--- config.mk ---
export PLATFORM = sky130hd
export DESIGN_NAME = ism_ram
export DESIGN_NICKNAME = d
export VERILOG_FILES = /design/src/sv/integer_stack_machine_macros.svh /design/src/sv/ism_ram.sv
export SDC_FILE = /design/constraint.sdc
export NUM_CORES = 1
export LEC_CHECK = 0
export BUFFER_PORTS_ARGS = -buffer_cell sky130_fd_sc_hd__buf_2
export CORE_UTILIZATION = 65
export DETAILED_ROUTE_END_ITERATION = 8
export PLACE_DENSITY_LB_ADDON = 0.05
export SETUP_SLACK_MARGIN = 0.15
export SYNTH_ARGS = -nofsm -noshare
export SYNTH_HDL_FRONTEND = slang
export SYNTH_SLANG_ARGS = --single-unit
--- constraint.sdc ---
create_clock -name clk -period 15.7 [get_ports clk]
set_input_delay 1.57 -clock clk [delete_from_list [all_inputs] [get_ports clk]]
set_output_delay 1.57 -clock clk [all_outputs]
set_load 0.03 [all_outputs]
--- src/sv/integer_stack_machine_macros.svh ---
// assertion macros for the integer stack machine
// expects clk and rst_n in the scope where a macro is used
`ifndef INTEGER_STACK_MACHINE_MACROS_SVH
`define INTEGER_STACK_MACHINE_MACROS_SVH

// property that holds at every edge out of reset
`define ISM_ASSERT_ALWAYS(label, expr, msg) \
  label: assert property (@(posedge clk) disable iff (!rst_n) (expr)) else $error(msg);

// consequent checked in the same cycle
`define ISM_ASSERT_SAME(label, ante, cons, msg) \
  label: assert property (@(posedge clk) disable iff (!rst_n) (ante) |-> (cons)) \
    else $error(msg);

// consequent checked in the next cycle
`define ISM_ASSERT_NEXT(label, ante, cons, msg) \
  label: assert property (@(posedge clk) disable iff (!rst_n) (ante) |=> (cons)) \
    else $error(msg);

`endif

--- src/sv/ism_ram.sv ---
// generic single-write, single-read ram with registered read data
// no dependencies
module ism_ram #(
  parameter int WIDTH = 64,
  parameter int DEPTH = 16
) (
  input  logic                     clk,
  input  logic                     we,
  input  logic [$clog2(DEPTH)-1:0] waddr,
  input  logic [WIDTH-1:0]         wdata,
  input  logic                     re,
  input  logic [$clog2(DEPTH)-1:0] raddr,
  output logic [WIDTH-1:0]         rdata
);

  logic [WIDTH-1:0] mem [DEPTH];
  logic [WIDTH-1:0] rdata_r;

  always_ff @(posedge clk) begin
    if (we) begin
      mem[waddr] <= wdata;
    end
    if (re) begin
      rdata_r <= mem[raddr];
    end
  end

  assign rdata = rdata_r;

endmodule

; ---- After elaboration in Yosys (flattened, before gate mapping)
; Memory sizes are Yosys's and may differ from the RTL's. A register that Yosys moved wholly into a read port is not among the register bits.
; Index checks and enable logic that the tools add are counted.
[classes]
n_mux = 2
[ops]
columns = cell, count
row1 = two-way mux 1 bit, 2
[word_totals]
reg_bits = 0
ram_bits = 1024
inputBits = 75
output_inout_bits = 64
word_cells = 3
memories = 1
[mem_list]
columns = memory, depth, width, read_ports, rd_clocked_by_memory_dff, write_ports, line
row1 = mem, 16, 64, 1, 1, 1, ism_ram.sv:16  ; logic [WIDTH-1:0] mem [DEPTH];

; ---- Longest topological paths before layout
[logic_depth]
depth_word = 2
depth_mapped = 6
mapped_depth_nobuf = 3

; ---- Worst setup path before layout
; No wires, ideal clock.
[synth_timing]
path_kind = input-to-reg
start = input port waddr[2]
end = memory mem[0][0] (enable)
setup_time_ns = 0.565
t_arrival_ns = 6.433
t_required_ns = 15.135
setup_slack_ns = 8.701
path_stages = 2
n_path_buf = 0
cell_sequence = or3b_2 nor3_1
[synth_lines]
columns = item, line
row1 = "start, declared", ism_ram.sv:9  ; input logic [$clog2(DEPTH)-1:0] waddr,
row2 = "end, declared", ism_ram.sv:16
; Straight into the memory's write port.

==> impl_metrics.env <==
export IMPL_root_buffer="sky130_fd_sc_hd__clkbuf_16"
export IMPL_overflow=0
export IMPL_clock_fmax_mhz=227.1
export IMPL_result_of_the_run="finished clean"
export IMPL_syn_avg_cell_area_um2=24.42
export IMPL_top_family_by_delay_on_critical_path="buffers and inverters"
export IMPL_yosys_warnings=0
export IMPL_floorplan_die_area_mm2=0.06288
export IMPL_clock_insertion_delay_worst_skew_ns=0.65
export IMPL_postSynthNetCount=1722
export IMPL_path_cells="buf_8 -> buf_4 -> buf_12 -> mux4_2 -> a22oi_1 -> nand2_1"
export IMPL_netlist_area_mm2=0.04022
export IMPL_drc_errors=0
export IMPL_final_period_utilization_pct=28.05
export IMPL_port_buffers=138
export IMPL_row_count=90
export IMPL_netlist_top_cell_by_area="sky130_fd_sc_hd__edfxtp_1"
export IMPL_maxSlewViolCount=0
export IMPL_drt_pass1_iter_count=5
export IMPL_postRouteWirelength_um=84820
export IMPL_path_class="in2reg"
export IMPL_setup_total_negative_slack_ns=0
export IMPL_rsz0062_at_grt="false"
export IMPL_maximum_number_of_pins_on_one_net_before_global_route_repair=116
export IMPL_cts_hold_fix_buffers=0
export IMPL_highest_cell_delay_on_the_worst_timing_path_ns=0.88
export IMPL_synth_ff_latch_count=1088
export IMPL_ys_top_cells_by_area="sky130_fd_sc_hd__edfxtp_1, sky130_fd_sc_hd__mux4_2, sky130_fd_sc_hd__a22oi_1"
export IMPL_power_density_mw_per_mm2=133.8
export IMPL_timing_final_ws_setup_ns=11.30
export IMPL_worst_setup_hold_path_clk_slew_ns=0.06
export IMPL_initial_core_utilization_pct=66.27
export IMPL_instances_no_fill=2713
export IMPL_timing_hold_worst_class="reg2reg"
export IMPL_cts_sinks=1088
export IMPL_grt_pass1_vias=18910
export IMPL_hpwl_um=38850
export IMPL_critical_path_startpoint_type="primary input"
export IMPL_primary_ff_master_synth="sky130_fd_sc_hd__edfxtp_1"
export IMPL_setup_skew_ns=0.01400
export IMPL_synth_async_sr_flop_share_pct=0
export IMPL_power_mw=6.060
export IMPL_grt_first_pass_wirelength_um=124600
export IMPL_critPathBufInv=3
export IMPL_syn_to_final_growth_pct=12.57
export IMPL_floorplan_die_height_um=250.8
export IMPL_wl_per_cell_um=31.26
export IMPL_clockBufferDepth=3
export IMPL_ctsHtreeMaxLevel=3
export IMPL_die_width_um=250.8
export IMPL_crit_fanout=115
export IMPL_hold_ws_ns=0.7422
export IMPL_route_vias_total=18310
export IMPL_synth_sequential_area_ratio_pct=81.23
export IMPL_finalWorstPathRequiredPeriod_ns=4.403
export IMPL_dp_cells=2519
export IMPL_dp_slack_ns=10.57
export IMPL_post_cts_setup_buffer_count=0
export IMPL_postPlaceCellArea_mm2=0.04188
export IMPL_detail_route_iter0_violations=1937
export IMPL_synth_cells=1647
export IMPL_number_of_top_level_pins=139
export IMPL_final_cell_area_mm2=0.04528
export IMPL_p_leak_nw=14.51
export IMPL_top_post_synthesis_cells_by_count="sky130_fd_sc_hd__edfxtp_1, sky130_fd_sc_hd__mux4_2, sky130_fd_sc_hd__a22oi_1"
export IMPL_tritoncts="built"
export IMPL_antenna_violations_before_repair=5
export IMPL_core_region_area_mm2=0.06070
export IMPL_number_of_nets_in_the_finished_design=1917
export IMPL_grtUsageTotal_pct=28.02
export IMPL_synth_edf_count=1088
export IMPL_post_cts_resized=0
export IMPL_maxSlewHeadroom_pct=22.23
export IMPL_finalSetupViolations=0
export IMPL_top_cell_type_s_share_of_synthesized_area_pct=81.23
export IMPL_nFillCells=3258
export IMPL_worstPathArrival_ns=4.79
export IMPL_antenna_left=0
export IMPL_vdd_drop_max_uv=154.7
export IMPL_slowest_stage_cell_crit_path="sky130_fd_sc_hd__buf_4"
export IMPL_cts_buf_count=103
export IMPL_routabilityCongestion=0.7159
export IMPL_cap_violations=0
export IMPL_critical_path_required_ns=16.09
export IMPL_timing_worst_slew_pin_value_ns=1.167
export IMPL_route_detailed_vias_per_inst=6.750
export IMPL_core_utilization_of_the_finished_layout_pct=74.60
export IMPL_final_report_hold_violation_count=0
export IMPL_drive_gt1_share_pct=31.17
export IMPL_end_kind="flip-flop"
export IMPL_ys_types=17
export IMPL_post_synth_top_count_cell="sky130_fd_sc_hd__edfxtp_1"
==> power breakdown <==
part	switching [mW]	internal [mW]	leakage, nW
Sequential	0.0185	3.27	9.89
Clock	1.03	1.45	1.66
Combinational	0.187	0.108	2.96
Total	1.23	4.83	14.5
==> cell families (layout without fill, tap and decap cells) <==
logic type             count (synthesis)  in the layout  synth area share (%)
buffers and inverters                 84            365                 1.123
muxes                                256            256                 14.33
AOI/OAI and AO/OA                    128            128                 2.389
other                                  0              3                     0
and+or+nand+nor                       91             91                0.9270
DFF                                 1088           1088                 81.23
==> layer usage <==
| metal | up-vias | global-route usage (%) | routed length [um] | part of all wire, % |
|---|---|---|---|---|
| met2 | 830 | 46.00 | 43130 | 51 |
| met1 | 9838 | 40.05 | 33070 | 39 |
| met5 | - | 0 | 40 | 0.047 |
| li1 | 7515 | - | - | - |
| met4 | 6 | 6.976 | 1619 | 1.9 |
| met3 | 123 | 5.136 | 6953 | 8.2 |
==> final cells by class <==
class,instances,area (um2),share of cell area [%]
antenna,3,7.507,0.01658
clock buffer,127,2774,6.126
clock inverter,64,618.1,1.365
multi-input combinational,475,7234,15.98
sequential,1088,32670,72.15
tap,782,978.4,2.161
timing repair buffer,174,996.0,2.200
==> path summary, 6_finish.rpt <==
| path | end | startpoint | depth (start not counted) | slack, ns |
|---|---|---|---|---|
| worst max-delay path | rdata[42] | raddr[0] | 6 | 11.30 |
| worst min register to register | rdata[37] | mem[14][37] | 3 | 0.74 |
| worst min-delay path | rdata[37] | mem[14][37] | 3 | 0.74 |
| worst max register to register | rdata[24] | mem[3][24] | 3 | 14.25 |
==> tightest hold or removal path: stages, from the launching register on <==
cell	delay, ns
sky130_fd_sc_hd__edfxtp_1	0.31
sky130_fd_sc_hd__mux4_2	0.22
sky130_fd_sc_hd__a22oi_1	0.06
sky130_fd_sc_hd__nand2_1	0.06
==> registers in the layout (all words and copies together), names as in the netlist <==
| name | cells |
|---|---|
| mem | 1024 |
| rdata | 64 |
==> cells in the final DEF (no fill, tap or decap), types with 3 or more instances in the layout <==
| master | count |
|---|---|
| sky130_fd_sc_hd__a22oi_1 | 128 |
| sky130_fd_sc_hd__buf_2 | 135 |
| sky130_fd_sc_hd__buf_4 | 36 |
| sky130_fd_sc_hd__bufinv_16 | 12 |
| sky130_fd_sc_hd__clkbuf_1 | 19 |
| sky130_fd_sc_hd__clkbuf_16 | 108 |
| sky130_fd_sc_hd__clkinv_1 | 22 |
| sky130_fd_sc_hd__clkinv_2 | 24 |
| sky130_fd_sc_hd__clkinvlp_4 | 4 |
| sky130_fd_sc_hd__diode_2 | 3 |
| sky130_fd_sc_hd__edfxtp_1 | 1088 |
| sky130_fd_sc_hd__mux4_2 | 256 |
| sky130_fd_sc_hd__nand2_1 | 65 |
| sky130_fd_sc_hd__nor2_4 | 13 |
| sky130_fd_sc_hd__nor3_2 | 4 |
Power figures use the tool's default switching activity.
