### config.mk
export PLATFORM = sky130hd
export DESIGN_NAME = ism_mul
export DESIGN_NICKNAME = d
export VERILOG_FILES = /design/src/sv/integer_stack_machine_macros.svh /design/src/sv/ism_pkg.sv /design/src/sv/ism_mul.sv
export SDC_FILE = /design/constraint.sdc
export NUM_CORES = 2
export LEC_CHECK = 0
export ABC_AREA = 1
export BUFFER_PORTS_ARGS = -buffer_cell sky130_fd_sc_hd__buf_2
export CAP_MARGIN = 20
export CORE_MARGIN = 8
export CORE_UTILIZATION = 30
export CTS_CLUSTER_DIAMETER = 100
export DETAILED_ROUTE_END_ITERATION = 10
export HOLD_SLACK_MARGIN = 0.1
export PLACE_DENSITY = 0.53
export SLEW_MARGIN = 20
export SYNTH_ARGS = -nofsm -noshare
export SYNTH_HDL_FRONTEND = slang
export SYNTH_SLANG_ARGS = --single-unit
### constraint.sdc
create_clock -name clk -period 9.2 [get_ports clk]
set_input_delay 2.3 -clock clk [delete_from_list [all_inputs] [get_ports clk]]
set_output_delay 2.3 -clock clk [all_outputs]
set_load 0.02 [all_outputs]
### src/sv/integer_stack_machine_macros.svh
// assertion macros for the integer stack machine
// expects clk and rst_n in the scope where a macro is used
`ifndef INTEGER_STACK_MACHINE_MACROS_SVH
`define INTEGER_STACK_MACHINE_MACROS_SVH

// property that holds at every edge out of reset
`define ISM_ASSERT_ALWAYS(label, expr, msg) \
  label: assert property (@(posedge clk) disable iff (!rst_n) (expr)) else $error(msg);

// consequent checked in the same cycle
`define ISM_ASSERT_SAME(label, ante, cons, msg) \
  label: assert property (@(posedge clk) disable iff (!rst_n) (ante) |-> (cons)) \
    else $error(msg);

// consequent checked in the next cycle
`define ISM_ASSERT_NEXT(label, ante, cons, msg) \
  label: assert property (@(posedge clk) disable iff (!rst_n) (ante) |=> (cons)) \
    else $error(msg);

`endif

### src/sv/ism_pkg.sv
// shared types and constants for the integer stack machine
// no dependencies
package ism_pkg;

  localparam int DATA_W  = 64;
  localparam int HALF_W  = DATA_W / 2;
  localparam int FUNC_W  = 3;
  localparam int DEPTH_W = 5;
  localparam int STAT_W  = 2;

  localparam logic [FUNC_W-1:0] OP_PUSH = 3'd0;
  localparam logic [FUNC_W-1:0] OP_ADD  = 3'd1;
  localparam logic [FUNC_W-1:0] OP_SUB  = 3'd2;
  localparam logic [FUNC_W-1:0] OP_MUL  = 3'd3;
  localparam logic [FUNC_W-1:0] OP_DIV  = 3'd4;

  localparam logic [STAT_W-1:0] ST_OK      = 2'd0;
  localparam logic [STAT_W-1:0] ST_UNDER   = 2'd1;
  localparam logic [STAT_W-1:0] ST_OVER    = 2'd2;
  localparam logic [STAT_W-1:0] ST_DIVZERO = 2'd3;

  typedef enum logic [2:0] {
    S_IDLE,
    S_DECODE,
    S_OPND,
    S_MUL,
    S_DIV,
    S_WB,
    S_DONE
  } state_t;

endpackage

### src/sv/ism_mul.sv
// 64-bit wrapping multiplier built from three 32x32 partial products
// depends on ism_pkg
module ism_mul import ism_pkg::*; (
  input  logic              clk,
  input  logic              rst_n,
  input  logic              start,
  input  logic [DATA_W-1:0] a,
  input  logic [DATA_W-1:0] b,
  output logic              done,
  output logic [DATA_W-1:0] p
);

  logic              busy_r, busy_nxt;
  logic [1:0]        step_r, step_nxt;
  logic [DATA_W-1:0] a_r, a_nxt;
  logic [DATA_W-1:0] b_r, b_nxt;
  logic [DATA_W-1:0] prod_r, prod_nxt;
  logic [DATA_W-1:0] acc_r, acc_nxt;
  logic [HALF_W-1:0] mx, my;
  logic [DATA_W-1:0] prod_shift;

  // low x low, then the two cross terms; high x high falls outside 64 bits
  always_comb begin
    case (step_r)
      2'd0:    begin mx = a_r[HALF_W-1:0];      my = b_r[HALF_W-1:0]; end
      2'd1:    begin mx = a_r[DATA_W-1:HALF_W]; my = b_r[HALF_W-1:0]; end
      default: begin mx = a_r[HALF_W-1:0];      my = b_r[DATA_W-1:HALF_W]; end
    endcase
  end

  assign prod_shift = {prod_r[HALF_W-1:0], {HALF_W{1'b0}}};

  always_comb begin
    busy_nxt = busy_r;
    step_nxt = step_r;
    a_nxt    = a_r;
    b_nxt    = b_r;
    prod_nxt = prod_r;
    acc_nxt  = acc_r;
    if (start) begin
      busy_nxt = 1'b1;
      step_nxt = 2'd0;
      a_nxt    = a;
      b_nxt    = b;
    end else if (busy_r) begin
      prod_nxt = DATA_W'(mx) * DATA_W'(my);
      step_nxt = step_r + 2'd1;
      case (step_r)
        2'd0:    acc_nxt = acc_r;
        2'd1:    acc_nxt = prod_r;
        2'd2:    acc_nxt = acc_r + prod_shift;
        default: busy_nxt = 1'b0;
      endcase
    end
  end

  always_ff @(posedge clk) begin
    if (!rst_n) begin
      busy_r <= 1'b0;
      step_r <= 2'd0;
    end else begin
      busy_r <= busy_nxt;
      step_r <= step_nxt;
    end
    a_r    <= a_nxt;
    b_r    <= b_nxt;
    prod_r <= prod_nxt;
    acc_r  <= acc_nxt;
  end

  assign done = busy_r && (step_r == 2'd3);
  assign p    = acc_r + prod_shift;

endmodule

# == After elaboration in Yosys (flattened, before gate mapping) ==
# Cells that the tools add are included.
# word_totals
reg_bits,259
in_bits,131
output_inout_bits,65
wordCells,28
# op_classes
add_sub_neg,2
mul,1
eq_ne,3
mux,6
bitwise,2
n_reduce_logical,8
# op_table
operator,count
64-bit one-hot mux with 2 select lines,1
64-bit adder,1
32-bit by 32-bit multiplier with 64-bit output,1
32-bit two-way mux,2
"2-bit == test, second input constant",2
2-bit OR reduction,2
1-bit two-way mux,3
3-bit AND reduction,1
3-bit OR reduction,1
"2-bit by 1-bit adder with 2-bit output, second input constant",1
"2-bit by 1-bit == test with 1-bit output, second input constant",1
2-bit logical NOT,1
1-bit inverter,2
2-bit AND reduction,1
2-bit nonzero test,1
1-bit logical AND,1

# == Logic depth before layout (Yosys ltp) ==
# logic_depth
depth_word,5
mapped_depth,39
mapped_depth_nobuf,36

# == Worst setup path after synthesis ==
# Ideal clock, no wire load.
# synth_timing
kind,reg2reg
from,register step_r[1]
to,register prod_r[54] (data pin)
setup_ps,252
t_arrival_ps,7041
required_ps,8948
slack_ps,1907
path_stages_with_launch,32
n_path_buf,4
synth_period_minus_slack_ps,7293
cell_sequence,dfxtp_1 -> inv_1 -> ha_1 -> buf_6 -> buf_6 -> buf_6 -> o21ai_2 -> inv_2 -> buf_6 -> nor2_1 -> fa_1 -> fa_1 -> inv_1 -> fa_1 -> fa_1 -> inv_1 -> fa_1 -> fa_1 -> fa_1 -> inv_1 -> fa_1 -> inv_1 -> ha_1 -> nand2_1 -> nor2_1 -> inv_1 -> nor3_1 -> nand2_1 -> nor3_1 -> nand2_1 -> nand3_1 -> nand2_1
# synth_via
elab_chain_len,4
elab_cells_between_ends,6
cone_classes,mul: 1; eq/ne: 1; mux: 2; reduce/logical: 2
# synth_lines
item,line,rtl
"start, declared",ism_mul.sv:14,"logic [1:0] step_r, step_nxt;"
"start signal, assigned",ism_mul.sv:63,step_r <= step_nxt;
2-bit by 1-bit == test with 1-bit output / 2-bit logical NOT (equally long branches),ism_mul.sv:24,case (step_r)
2-bit OR reduction (no line),-,
32-bit two-way mux,ism_mul.sv:24,
32-bit by 32-bit multiplier with 64-bit output *,ism_mul.sv:46,prod_nxt = DATA_W'(mx) * DATA_W'(my);
"end signal, assigned",ism_mul.sv:67,prod_r <= prod_nxt;
"end, declared",ism_mul.sv:17,"logic [DATA_W-1:0] prod_r, prod_nxt;"
# Mark *: on every way between the ends. The rest lies on a longest branch, timed or not.
# A chain may end at the register's enable or synchronous reset.

# == Worst setup path after layout ==
# layout_timing
from,register step_r[0]
to,register prod_r[26] (data pin)
# Same word-level chain as after synthesis.

==> flow_metrics.env <==
export IMPL_min_delay_path_class="flip-flop to flip-flop"
export IMPL_post_synth_num_cell_types=34
export IMPL_num_io_pins=196
export IMPL_first_pass_iters=6
export IMPL_slowest_delay_ns=0.64
export IMPL_timing_final_hold_violations=0
export IMPL_placement_io_buffers=195
export IMPL_global_route_usage_total_pct=18.7
export IMPL_crit_chain="ha_4, buf_12, nand2_1, o21ai_2, inv_1, nor2_1, fa_1, inv_1, fa_1, fa_1, fa_1, inv_1, fa_1, fa_1, fa_1, fa_1, ha_1, nand2_1, inv_1, nand2_1, nand2_1, a21oi_1, nand3_1, xor2_1"
export IMPL_maxSlewHeadroom_pct=26.1
export IMPL_die_h_um=409
export IMPL_avgViaCountPerCell=4.64
export IMPL_antenna_violating_nets_post_route=0
export IMPL_drc_errors=0
export IMPL_max_freq_mhz=114
export IMPL_worstSetupStartpointType="flip-flop"
export IMPL_detailedPlacementHpwl_mm=133
export IMPL_clock_root_buffer="clkbuf_16"
export IMPL_cts_buffers_inserted=31
export IMPL_startpoint="step_r[0]"
export IMPL_yosys_register_bits=259
export IMPL_clock_pin_slew_worst_setup_and_hold_paths_ns=0.06
export IMPL_synthArstFlopShare_pct=0
export IMPL_postCtsSetupBuffers=0
export IMPL_die_width_um=409
export IMPL_synth_area_leader_cell="fa_1"
export IMPL_clock_tree_htree_level_count=1
export IMPL_yosys_most_used_dff="edfxtp_1"
export IMPL_row_count=144
export IMPL_yosys_area_top_type_share_pct=38.7
export IMPL_cts_tree="built"
export IMPL_holdCritStartpoint="prod_r[35]"
export IMPL_clk_latency_ns=0.59
export IMPL_period_share_pct=95.0
export IMPL_final_period_minus_worst_setup_slack_ns=8.74
export IMPL_synth_nets=6866
export IMPL_r2r_path_start="step_r[0]"
export IMPL_maximum_number_of_pins_on_one_net_before_global_route_repair=81
export IMPL_worst_ep_required_time_ns=9.52
export IMPL_worst_setup_path_type="flip-flop to flip-flop"
export IMPL_globalRouteOverflowTotal=0
export IMPL_timing_final_max_slew_violations=0
export IMPL_crit_slowest_cell="fa_1"
export IMPL_routed_wire_length_mm=157
export IMPL_synthesis_yosys_warnings=0
export IMPL_finalSetupTns_ns=0
export IMPL_most_common_layout_cells="1355 x inv_1, 1333 x nand2_1, 897 x fa_1"
export IMPL_critical_path_endpoint_type="flip-flop"
export IMPL_status="finished clean"
export IMPL_unrepaired_setup_endpoints_after_global_routing="no"
export IMPL_timing_worst_slew_pin_value_ns=1.11
export IMPL_wire_length_of_the_first_global_routing_pass_mm=238
export IMPL_mostFrequentLayoutCell="inv_1"
export IMPL_critical_path_max_fanout=49
export IMPL_core_area_um2=154000
export IMPL_grt_pass1_vias=38600
export IMPL_syn_inst=5538
export IMPL_routedWlPerCell_um=20.3
export IMPL_start_util_pct=30.1
export IMPL_synth_area_per_cell_um2=8.37
export IMPL_dr_total_vias=35800
export IMPL_clock_tree_buffer_depth=3
export IMPL_critical_path_top_cell_by_count="fa_1"
export IMPL_dieArea_um2=167000
export IMPL_detail_route_iter0_violations=2806
export IMPL_post_route_cells_drive_above_1_share_pct=8.06
export IMPL_synth_area_leaders="fa_1 39%, edfxtp_1 17%, inv_1 11%"
export IMPL_gp_routability_congestion=0.975
export IMPL_cts_num_sinks=259
export IMPL_cp_arrival_ns=9.06
export IMPL_area_growth_syn_to_layout_pct=8.78
export IMPL_cts_hold_buffers=0
export IMPL_antenna_found_initial=4
export IMPL_synth_seq_area_share_pct=16.7
export IMPL_layout_nets=6987
export IMPL_cap_violations=0
export IMPL_synth_enable_flop_cells=256
export IMPL_setup_violations=0
export IMPL_finalClockSkew_ns=0.0163
export IMPL_netlist_area_um2=46400
export IMPL_cts_repair_resized=0
## kinds of logic after synthesis
group	count (synthesis)	share of synthesized area, %
adders and majority gates	1197	46.8
AOI/OAI and AO/OA	164	2.33
buffers and inverters	1606	14.1
DFF	259	16.7
xor gates and xnor gates	52	0.982
and+or+nand+nor	2260	19.0
## area by class of cell
type	count	area, µm²
diodes	2	5.00
clock buffers	39	806
clock inverters	15	196
fillers	16400	103000
inverters	1405	5280
multi-input cells	3673	32100
flip-flops and latches	259	7750
well taps	2044	2560
repair buffers	289	1710
## synth_stat cells (37+ instances only)
cell type / number
ha_1: 300
clkbuf_1: 37
xor2_1: 42
buf_4: 53
nand3_1: 91
buf_2: 80
nor2_1: 736
o21ai_2: 53
nand2_1: 1333
inv_2: 47
fa_1: 897
edfxtp_1: 256
a21oi_1: 73
inv_1: 1357
## through the flow
stage	hold slack, ns	instance area, µm²	utilization [%]	setup WS (ns)	std cells
2_1_floorplan	0.476	46400	-	1.91	5538
3_3_place_gp	0.508	49400	32.1	0.521	7670
3_5_place_dp	0.511	49400	32.1	0.424	7670
4_1_cts	0.518	50400	32.8	0.399	7724
5_1_grt	0.544	50400	32.8	0.00777	7724
6_report	0.515	50400	32.8	0.459	7726
## worst paths after layout
kind,end,cells past startpoint,slack [ns]
worst min register to register,acc_r[35],2,0.51
worst min-delay path,acc_r[35],2,0.51
worst max register to register,prod_r[26],24,0.46
worst max-delay path,prod_r[26],24,0.46
## per-layer routing
layer  track usage (%)  vias up  routed length (µm)
met5                 0        -                  13
met4              6.75        2                7100
met3              3.97      287               13200
met2              30.0     1417               69800
met1              24.9    17900               66900
li1                  -    16200                   -
## flip-flops by register name, indices dropped and copies added (netlist names)
register	count
acc_r	64
prod_r	64
step_r	2
a_r	64
b_r	64
busy_r	1
## worst max-delay path: cells and delay by family (launching register included)
| kind | cells | cell delay [ns] |
|---|---|---|
| AO/OA/AOI/OAI | 2 | 0.59 |
| adder cells (fa/ha/maj) | 10 | 4.81 |
| buffers and inverters | 5 | 1.01 |
| XOR/XNOR | 1 | 0.55 |
| flip-flops | 1 | 0.48 |
| AND/OR/NAND/NOR | 6 | 1.00 |
Power is left out: the tool's default activity adds up to more than one toggle a clock period on the data nets, which glitch-free logic cannot reach.
