==> src/sv/integer_stack_machine_macros.svh <==
// assertion macros for the integer stack machine
// expects clk and rst_n in the scope where a macro is used
`ifndef INTEGER_STACK_MACHINE_MACROS_SVH
`define INTEGER_STACK_MACHINE_MACROS_SVH

// property that holds at every edge out of reset
`define ISM_ASSERT_ALWAYS(label, expr, msg) \
  label: assert property (@(posedge clk) disable iff (!rst_n) (expr)) else $error(msg);

// consequent checked in the same cycle
`define ISM_ASSERT_SAME(label, ante, cons, msg) \
  label: assert property (@(posedge clk) disable iff (!rst_n) (ante) |-> (cons)) \
    else $error(msg);

// consequent checked in the next cycle
`define ISM_ASSERT_NEXT(label, ante, cons, msg) \
  label: assert property (@(posedge clk) disable iff (!rst_n) (ante) |=> (cons)) \
    else $error(msg);

`endif

==> src/sv/ism_pkg.sv <==
// shared types and constants for the integer stack machine
// no dependencies
package ism_pkg;

  localparam int DATA_W  = 64;
  localparam int HALF_W  = DATA_W / 2;
  localparam int FUNC_W  = 3;
  localparam int DEPTH_W = 5;
  localparam int STAT_W  = 2;

  localparam logic [FUNC_W-1:0] OP_PUSH = 3'd0;
  localparam logic [FUNC_W-1:0] OP_ADD  = 3'd1;
  localparam logic [FUNC_W-1:0] OP_SUB  = 3'd2;
  localparam logic [FUNC_W-1:0] OP_MUL  = 3'd3;
  localparam logic [FUNC_W-1:0] OP_DIV  = 3'd4;

  localparam logic [STAT_W-1:0] ST_OK      = 2'd0;
  localparam logic [STAT_W-1:0] ST_UNDER   = 2'd1;
  localparam logic [STAT_W-1:0] ST_OVER    = 2'd2;
  localparam logic [STAT_W-1:0] ST_DIVZERO = 2'd3;

  typedef enum logic [2:0] {
    S_IDLE,
    S_DECODE,
    S_OPND,
    S_MUL,
    S_DIV,
    S_WB,
    S_DONE
  } state_t;

endpackage

==> src/sv/ism_div.sv <==
// signed 64-bit divider, radix-2 restoring on magnitudes, truncates toward zero
// depends on ism_pkg
module ism_div import ism_pkg::*; (
  input  logic              clk,
  input  logic              rst_n,
  input  logic              start,
  input  logic [DATA_W-1:0] a,
  input  logic [DATA_W-1:0] b,
  output logic              done,
  output logic [DATA_W-1:0] q
);

  localparam int ITER_W = $clog2(DATA_W + 1);
  localparam logic [ITER_W-1:0] ITER_LAST = ITER_W'(DATA_W);

  logic              busy_r, busy_nxt;
  logic [ITER_W-1:0] iter_r, iter_nxt;
  logic              neg_r, neg_nxt;
  logic [DATA_W-1:0] quo_r, quo_nxt;
  logic [DATA_W-1:0] den_r, den_nxt;
  logic [DATA_W-1:0] rem_r, rem_nxt;
  logic [DATA_W:0]   shifted;
  logic [DATA_W:0]   diff;

  assign shifted = {rem_r, quo_r[DATA_W-1]};
  assign diff    = shifted - {1'b0, den_r};

  always_comb begin
    busy_nxt = busy_r;
    iter_nxt = iter_r;
    neg_nxt  = neg_r;
    quo_nxt  = quo_r;
    den_nxt  = den_r;
    rem_nxt  = rem_r;
    if (start) begin
      busy_nxt = 1'b1;
      iter_nxt = '0;
      neg_nxt  = a[DATA_W-1] ^ b[DATA_W-1];
      quo_nxt  = a[DATA_W-1] ? (DATA_W'(0) - a) : a;
      den_nxt  = b[DATA_W-1] ? (DATA_W'(0) - b) : b;
      rem_nxt  = '0;
    end else if (busy_r) begin
      if (iter_r == ITER_LAST) begin
        busy_nxt = 1'b0;
      end else begin
        iter_nxt = iter_r + 1'b1;
        // diff top bit set means the trial subtraction went negative
        if (diff[DATA_W]) begin
          rem_nxt = shifted[DATA_W-1:0];
          quo_nxt = {quo_r[DATA_W-2:0], 1'b0};
        end else begin
          rem_nxt = diff[DATA_W-1:0];
          quo_nxt = {quo_r[DATA_W-2:0], 1'b1};
        end
      end
    end
  end

  always_ff @(posedge clk) begin
    if (!rst_n) begin
      busy_r <= 1'b0;
      iter_r <= '0;
    end else begin
      busy_r <= busy_nxt;
      iter_r <= iter_nxt;
    end
    neg_r <= neg_nxt;
    quo_r <= quo_nxt;
    den_r <= den_nxt;
    rem_r <= rem_nxt;
  end

  assign done = busy_r && (iter_r == ITER_LAST);
  assign q    = neg_r ? (DATA_W'(0) - quo_r) : quo_r;

endmodule

==> config.mk <==
export PLATFORM = sky130hd
export DESIGN_NAME = ism_div
export DESIGN_NICKNAME = d
export VERILOG_FILES = /design/src/sv/integer_stack_machine_macros.svh /design/src/sv/ism_pkg.sv /design/src/sv/ism_div.sv
export SDC_FILE = /design/constraint.sdc
export NUM_CORES = 1
export LEC_CHECK = 0
export BUFFER_PORTS_ARGS = -buffer_cell sky130_fd_sc_hd__buf_2
export CAP_MARGIN = 20
export CORE_MARGIN = 2
export CORE_UTILIZATION = 60
export DETAILED_ROUTE_END_ITERATION = 6
export GPL_TIMING_DRIVEN = 0
export PLACE_DENSITY = 0.82
export SLEW_MARGIN = 20
export SYNTH_ARGS = -nofsm -noshare
export SYNTH_HDL_FRONTEND = slang
export SYNTH_SLANG_ARGS = --single-unit
==> constraint.sdc <==
create_clock -name clk -period 5.5 [get_ports clk]
set_clock_uncertainty 0.2 [all_clocks]
set_input_delay 0.55 -clock clk [delete_from_list [all_inputs] [get_ports clk]]
set_output_delay 0.55 -clock clk [all_outputs]
set_load 0.005 [all_outputs]
After elaboration in Yosys (flattened, before gate mapping)
Cells that the tools add are included.
{"block": "word_totals", "mem_bits_rw": 0, "out_inout_bits": 65, "wordCells": 33, "reg_bits": 201, "latchBits": 0, "rom_bits": 0, "inputBits": 131, "n_memories": 0}
{"block": "op_classes", "reduce_logical": 5, "add_sub_neg": 5, "muxes": 11, "n_div": 0, "magnitude_cmp": 0, "eq_ne": 2, "shift": 0, "bitwise_logic": 3, "n_mul": 0}
{"operator": "2-to-1 mux 64 bit", "count": 6}
{"operator": "subtractor 1 x 64 -> 64 bit, first input constant", "count": 3}
{"operator": "subtractor 65 x 64 -> 65 bit", "count": 1}
{"operator": "2-to-1 mux 63 bit", "count": 1}
{"operator": "adder 7 x 1 -> 7 bit, second input constant", "count": 1}
{"operator": "equality test 7 bit, second input constant", "count": 1}
{"operator": "2-to-1 mux 1 bit", "count": 4}
{"operator": "AND reduction 2 bit", "count": 2}
{"operator": "inequality test 2 bit, second input constant", "count": 1}
{"operator": "NOT 1 bit", "count": 2}
{"operator": "nonzero test 2 bit", "count": 1}
{"operator": "OR reduction 2 bit", "count": 1}
{"operator": "logical AND 1 bit", "count": 1}
{"operator": "XOR 1 bit", "count": 1}

Depth between registers and ports, before layout
Gate-level depths: netlist (run 1).
{"block": "depth", "depth_word": 5, "depth_mapped": 15, "ltp_nobuf": 13}

Worst setup path after synthesis (run 1)
Ideal clock, no wire load.
{"block": "synth_path", "path_kind": "flip-flop to output port", "from": "reg quo_r[30]", "to": "out q[55]", "stages_incl_launch_ff": 11, "t_required_ns": 4.750, "setup_slack_ns": 0.859, "path_buffers": 1, "arrival_time_ns": 3.891, "path_cell_list": "edfxtp_1 > or4_4 > or4_4 > or4_4 > or3_1 > or4_4 > or3_4 > or4_4 > buf_6 > o41ai_4 > xnor2_1"}
{"block": "synth_via", "elab_chain_len": 2}
{"element": "start: declaration", "line": "ism_div.sv:19", "text": "logic [DATA_W-1:0] quo_r, quo_nxt;"}
{"element": "start signal: assignment", "line": "ism_div.sv:68", "text": "quo_r <= quo_nxt;"}
{"element": "subtractor 1 x 64 -> 64 bit", "line": "ism_div.sv:74", "text": "assign q = neg_r ? (DATA_W'(0) - quo_r) : quo_r;"}
{"element": "2-to-1 mux 64 bit", "line": "ism_div.sv:74"}
{"element": "end: declaration", "line": "ism_div.sv:10", "text": "output logic [DATA_W-1:0] q"}
Every way passes these cells.

Worst setup path in the final report (run 1)
{"block": "layout_path", "from": "reg quo_r[30]", "to": "out q[59]"}
The elaborated chain is that of the path after synthesis.

==> results.json, run 1 <==
{
  "combinationalPowerShare": 0.304,
  "hold_violations": 0,
  "ir_drop_v": 0.000205,
  "synthArstFlopShare": 0,
  "grt_pass1_wl_um": 72900,
  "path_clk_slew_ps": 60,
  "port-buffer-count": 193,
  "cts_buffers": 23,
  "finalCriticalPeriod_ps": 5480,
  "grt_use_total": 0.338,
  "dpl.hpwl_um": 36400,
  "antenna_found_initial": 2,
  "die_y_um": 165,
  "htree_levels": 1,
  "final_cells": 2454,
  "path_max_fanout": 6,
  "nFillCells": 2040,
  "drive_gt1_frac": 0.129,
  "rsz0062_at_grt": "yes",
  "synthesis.nets": 2081,
  "synthFlopType": "edfxtp_1",
  "clock_path_buffers": 3,
  "io_pins": 196,
  "die_area_um2": 27200,
  "place.gp.congestion": 1.00,
  "rows": 58,
  "viasPerCell": 6.29,
  "regArea_um2": 5320,
  "syn_inst": 1880,
  "design_area_um2": 17800,
  "multi_input_area_um2": 9480,
  "clkPwrFrac": 0.301,
  "cts_tree": "built",
  "p_leak_nw": 6.81,
  "hold_class": "in -> reg",
  "setup_violations": 0,
  "p_per_area_nw_per_um2": 273,
  "grt_max_degree": 49,
  "timing.final.ws_setup_ps": 21.3,
  "max_slew_margin": 0.415,
  "drc": 0,
  "post_drt_wl_per_cell_um": 19.4,
  "die_w_um": 165,
  "max_freq_mhz": 183,
  "ys.warnings.count": 0,
  "finalPower_mw": 4.84,
  "maxCapViolCount": 0,
  "cts_sinks": 201,
  "core_area_um2": 25300,
  "p_int_mw": 3.17,
  "syn_to_final_growth_pct": 14.2,
  "syn_avg_cell_area_um2": 8.27,
  "drt_iter0_markers": 1917,
  "syn_area_um2": 15500,
  "arrival_ps": 4730,
  "worst_pin_slew_ps": 866,
  "placed_cells": 2405,
  "end_kind": "output port",
  "synth-edff-count": 129,
  "drv_slew": 0,
  "grt_pass1_vias": 14286,
  "postCtsHoldBufs": 0,
  "status": "finished clean",
  "pre_cts_ws_ps": 28.6,
  "fin_crit_sh": 0.996,
  "startpoint_type": "register",
  "placed_area_um2": 17000,
  "worstPathRequired_ps": 4750,
  "seqPwrFrac": 0.395,
  "wl_um": 47600,
  "seq_area_frac_synth": 0.342,
  "crit_type": "reg -> out",
  "root_buffer": "clkbuf_16",
  "ys_types": 68,
  "start_util": 0.614,
  "drtAntennaViolNets": 0,
  "p_switching_mw": 1.67,
  "dr_total_vias": 15424,
  "overflow": 0,
  "clk_latency_ps": 520,
  "switching_share": 0.345,
  "final_nets": 2307,
  "synth_seq_cells": 201,
  "first_pass_iters": 6
}
## registers in the layout (all words and copies together), names as in the netlist
name    flops
busy_r      1
den_r      64
iter_r      7
neg_r       1
quo_r      64
rem_r      64
## cell families after synthesis
| logic type | count (synthesis) | share of synthesized area |
|---|---|---|
| compound gates | 572 | 0.230 |
| xor+xnor | 247 | 0.139 |
| fa+ha+maj | 70 | 0.0568 |
| buf+inv | 207 | 0.0507 |
| flops | 201 | 0.342 |
| mux | 3 | 0.00193 |
| simple gates | 580 | 0.179 |
## Yosys cell counts, types with 24 or more instances
library cell / count / area share
dfxtp_1: 72 / 0.093
nand3_1: 25 / 0.0080
a31oi_1: 24 / 0.0097
o21ai_0: 142 / 0.046
xor2_1: 87 / 0.049
a311oi_1: 26 / 0.015
edfxtp_1: 129 / 0.25
or3_1: 38 / 0.015
nor2_1: 150 / 0.036
nand4_1: 29 / 0.012
xnor2_1: 160 / 0.090
or4_1: 26 / 0.013
o41ai_1: 25 / 0.014
o31ai_1: 57 / 0.028
ha_1: 69 / 0.056
a21oi_1: 189 / 0.061
clkbuf_1: 96 / 0.023
inv_1: 104 / 0.025
nand2_1: 204 / 0.049
## area by class of cell
type                    count  area share
diodes                      3    0.000423
clock inverters            14     0.00620
inverters                 104      0.0221
multi-input cells        1472       0.534
well taps                 330      0.0233
plain buffers             102      0.0218
clock buffers              26      0.0330
flip-flops and latches    201       0.299
repair buffers            202      0.0598
## stage by stage
stage | util | hold WS [ps] | TNS (ps)
floorplan | - | 249 | 0
CTS | 0.699 | 71.3 | 0
finish | 0.701 | 79.2 | 0
global placement | 0.668 | 276 | 0
global route | 0.701 | 71.2 | -89.4
detailed placement | 0.670 | 289 | 0
## timing repair
| action | CTS | global route |
|---|---|---|
| buffers inserted | 3 | 4 |
| pin swaps | 0 | 2 |
| gates resized for setup | 1 | 6 |
| setup endpoints to repair | 2 | 28 |
## placed cells by master, fill, tap and decap left out, types with 11 or more instances in the layout
cell and count:
o41ai_1 25, nand4_1 29, buf_2 192, xnor2_1 160, or3_1 37, nand2_1 204
o21bai_1 15, or2_2 12, nor2_1 150, a31oi_1 24, nand2b_1 20, or4_1 25
dfxtp_1 72, clkbuf_16 23, a311oi_1 26, nor3_1 20, o31ai_1 57, inv_1 103
a211oi_1 11, a21oi_1 189, edfxtp_1 129, ha_1 69, o211ai_1 13, xor2_1 86
a21o_1 14, clkbuf_1 99, nor2b_1 12, o21ai_0 141, nand3_1 25
## per-layer routing
layer,vias to the layer above,GRT usage,share of wire
li1,7267,-,-
met1,7159,0.451,0.41
met2,879,0.558,0.45
met3,119,0.0485,0.10
met4,0,0.128,0.031
met5,-,0,0
## power groups by stage
stage                     registers, mW  logic [mW]  clock network, mW
after CTS                          1.90        1.43               1.45
after global placement             1.93        1.39                  0
after global routing               1.92        1.62               1.51
after floorplan                    1.89       0.963                  0
after detailed placement           1.94        1.42                  0
final                              1.91        1.47               1.46
## path summary, 6_finish.rpt
| kind | start | end | cells past startpoint | slack (ps) |
|---|---|---|---|---|
| hold reg to reg | rem_r[54] | rem_r[54] | 2 | 300 |
| setup reg to reg | quo_r[63] | quo_r[0] | 13 | 390 |
| hold / removal | rst_n | busy_r | 2 | 80 |
| setup / recovery | quo_r[30] | q[59] | 10 | 20 |
## critical path, cell delays in order (launching register included)
cell and delay (ps):
edfxtp_1 420, or4_4 580, or4_4 460, or4_4 440, or3_4 380, or4_4 450, or3_4 370, or4_4 550
o31ai_4 250, xnor2_1 170, buf_2 150
Power figures use the tool's default switching activity.
==> inputs of run 2 (changes only) <==
--- a/config.mk
+++ b/config.mk
@@ -8,10 +8,10 @@
 export BUFFER_PORTS_ARGS = -buffer_cell sky130_fd_sc_hd__buf_2
 export CAP_MARGIN = 20
 export CORE_MARGIN = 2
-export CORE_UTILIZATION = 60
+export CORE_UTILIZATION = 54
 export DETAILED_ROUTE_END_ITERATION = 6
 export GPL_TIMING_DRIVEN = 0
-export PLACE_DENSITY = 0.82
+export PLACE_DENSITY = 0.78
 export SLEW_MARGIN = 20
 export SYNTH_ARGS = -nofsm -noshare
 export SYNTH_HDL_FRONTEND = slang
==> constraint.sdc (replaced) <==
create_clock -name clk -period 4.5 [get_ports clk]
set_clock_uncertainty 0.2 [all_clocks]
set_input_delay 0.45 -clock clk [delete_from_list [all_inputs] [get_ports clk]]
set_output_delay 0.45 -clock clk [all_outputs]
set_load 0.005 [all_outputs]
==> run 2 against run 1 <==
The run now ends with setup timing left. Sequential cell count unchanged. Register-to-register slack worse by 200 ps. Largest power group unchanged. Hold slack worse by 47 ps. Highest routed layer is now met5. First-iteration DRC count down 2.6%. Non-clock buffer count up 4. Utilization down 6.9 points. Global-route usage down 2.8 points. Critical endpoint is now q[55].
==> results.json, run 2 (synthesis results as in run 1) <==
{
  "pre_cts_ws_ps": -1070,
  "grt_max_degree": 59,
  "grt.met2_usage": 0.514,
  "max_stage_delay_ps": 560,
  "grt_pass1_wl_um": 76100,
  "grt_pass1_vias": 14631,
  "root_buffer": "clkbuf_16",
  "final_common_cell": "nand2_1",
  "cts_tree": "built",
  "drc": 0,
  "die_area_um2": 30200,
  "overflow": 0,
  "first_pass_iters": 6,
  "use_met3": 0.0351,
  "p_leak_nw": 6.90,
  "final_nets": 2311,
  "clock_path_buffers": 3,
  "timing.setup.tns_ps": -8860,
  "path_clk_slew_ps": 60,
  "critical-path-top-delay-family": "simple AND/OR/NAND/NOR gates",
  "violations": "setup timing",
  "place.gp.congestion": 0.965,
  "p_per_area_nw_per_um2": 334,
  "max_slew_margin": 0.374,
  "io_pins": 196,
  "slowest_stage": "or4_4",
  "syn_to_final_growth_pct": 16.1,
  "hold_violations": 0,
  "die_w_um": 174,
  "grt_use_total": 0.311,
  "drtAntennaViolNets": 0,
  "finalCriticalPeriod_ps": 5230,
  "post_drt_wl_per_cell_um": 19.3,
  "fin_crit_sh": 1.16,
  "crit_path_frequent_cell": "or4_4",
  "final_cells": 2511,
  "end_kind": "output port",
  "clk_latency_ps": 530,
  "met1_usage": 0.426,
  "dpl.hpwl_um": 36500,
  "drive_gt1_frac": 0.145,
  "htree_levels": 1,
  "rows": 62,
  "max_freq_mhz": 191,
  "dr_total_vias": 15392,
  "drt_iter0_markers": 1868,
  "rsz0062_at_grt": "yes",
  "placed_area_um2": 17100,
  "maxCapViolCount": 0,
  "worst_pin_slew_ps": 939,
  "drv_slew": 0,
  "antenna_found_initial": 2,
  "cts_sinks": 201,
  "nFillCells": 2559,
  "setup_violations": 17,
  "timing.final.ws_setup_ps": -732,
  "design_area_um2": 18000,
  "final_cell_mix": "nand2_1 (202), buf_2 (196), a21oi_1 (188), xnor2_1 (160), nor2_1 (150)",
  "crit_type": "reg -> out",
  "worstPathRequired_ps": 3850,
  "core_area_um2": 28500,
  "port-buffer-count": 193,
  "path_max_fanout": 6,
  "startpoint_type": "register",
  "cts_buffers": 23,
  "wl_um": 48400,
  "status": "finished, violations left",
  "ir_drop_v": 0.000264,
  "critPathBufInv": 1,
  "start_util": 0.544,
  "finalPower_mw": 6.03,
  "grt-busiest-layer": "met2",
  "finish.utilization": 0.632,
  "hold_class": "in -> reg",
  "die_y_um": 174,
  "placed_cells": 2459,
  "timing.hold.ws_ps": 32.7,
  "largestRegisters": "den_r (64), quo_r (64), rem_r (64)",
  "arrival_ps": 4580,
  "viasPerCell": 6.13,
  "crit_path_cell_trace": "or4_4 -> or4_4 -> or4_4 -> or3_4 -> or4_4 -> or3_4 -> or4_4 -> o41ai_4 -> xnor2_1 -> buf_2"
}
[run 2: what timing repair did]
item	CTS	global route
pin swaps	1	7
endpoints found under the hold margin	1	0
resized for setup	23	29
hold buffers	1	0
setup buffers	7	4
setup endpoints to repair	81	83
gates cloned	0	0
[run 2: final timing paths]
path	start	endpoint	slack [ps]	depth (start not counted)
worst min-delay path	b[26]	den_r[26]	30	2
worst max register to register	quo_r[63]	rem_r[46]	190	14
worst min register to register	rem_r[57]	rem_r[57]	300	2
worst max-delay path	quo_r[30]	q[55]	-730	10
[run 2: cell type report]
| cell class | instances | area [um2] | share of cell area |
|---|---|---|---|
| Clock inverter | 14 | 139 | 0.00769 |
| Multi-Input combinational cell | 1472 | 9610 | 0.532 |
| Sequential cell | 201 | 5320 | 0.294 |
| Buffer | 102 | 403 | 0.0223 |
| Timing Repair Buffer | 206 | 1110 | 0.0614 |
| Clock buffer | 27 | 601 | 0.0333 |
| Tap cell | 384 | 480 | 0.0266 |
| Antenna cell | 1 | 2.50 | 0.000139 |
| Inverter | 104 | 393 | 0.0218 |
[run 2: worst reg2reg max path, cell delays in order, from the launching register on]
cell      delay [ps]
edfxtp_1         500
inv_1             80
ha_1             220
fa_1             390
nand2b_1         210
a21oi_2          210
o21ai_0          180
o21ai_2          340
o21ai_0          250
o211a_2          390
xor2_4           320
clkbuf_4         310
buf_2            290
a21oi_1          100
a21oi_1          210
[run 2: power by group]
group	switching (mW)	internal (mW)
sequential	0.166	2.18
clock	0.796	1.07
combinational	1.11	0.712
total	2.07	3.96
[run 2: routing by layer]
metal  up-vias  part of all wire
li1       7291                 -
met1      7185              0.42
met2       793              0.45
met3       121             0.090
met4         2             0.033
met5         -           0.00025
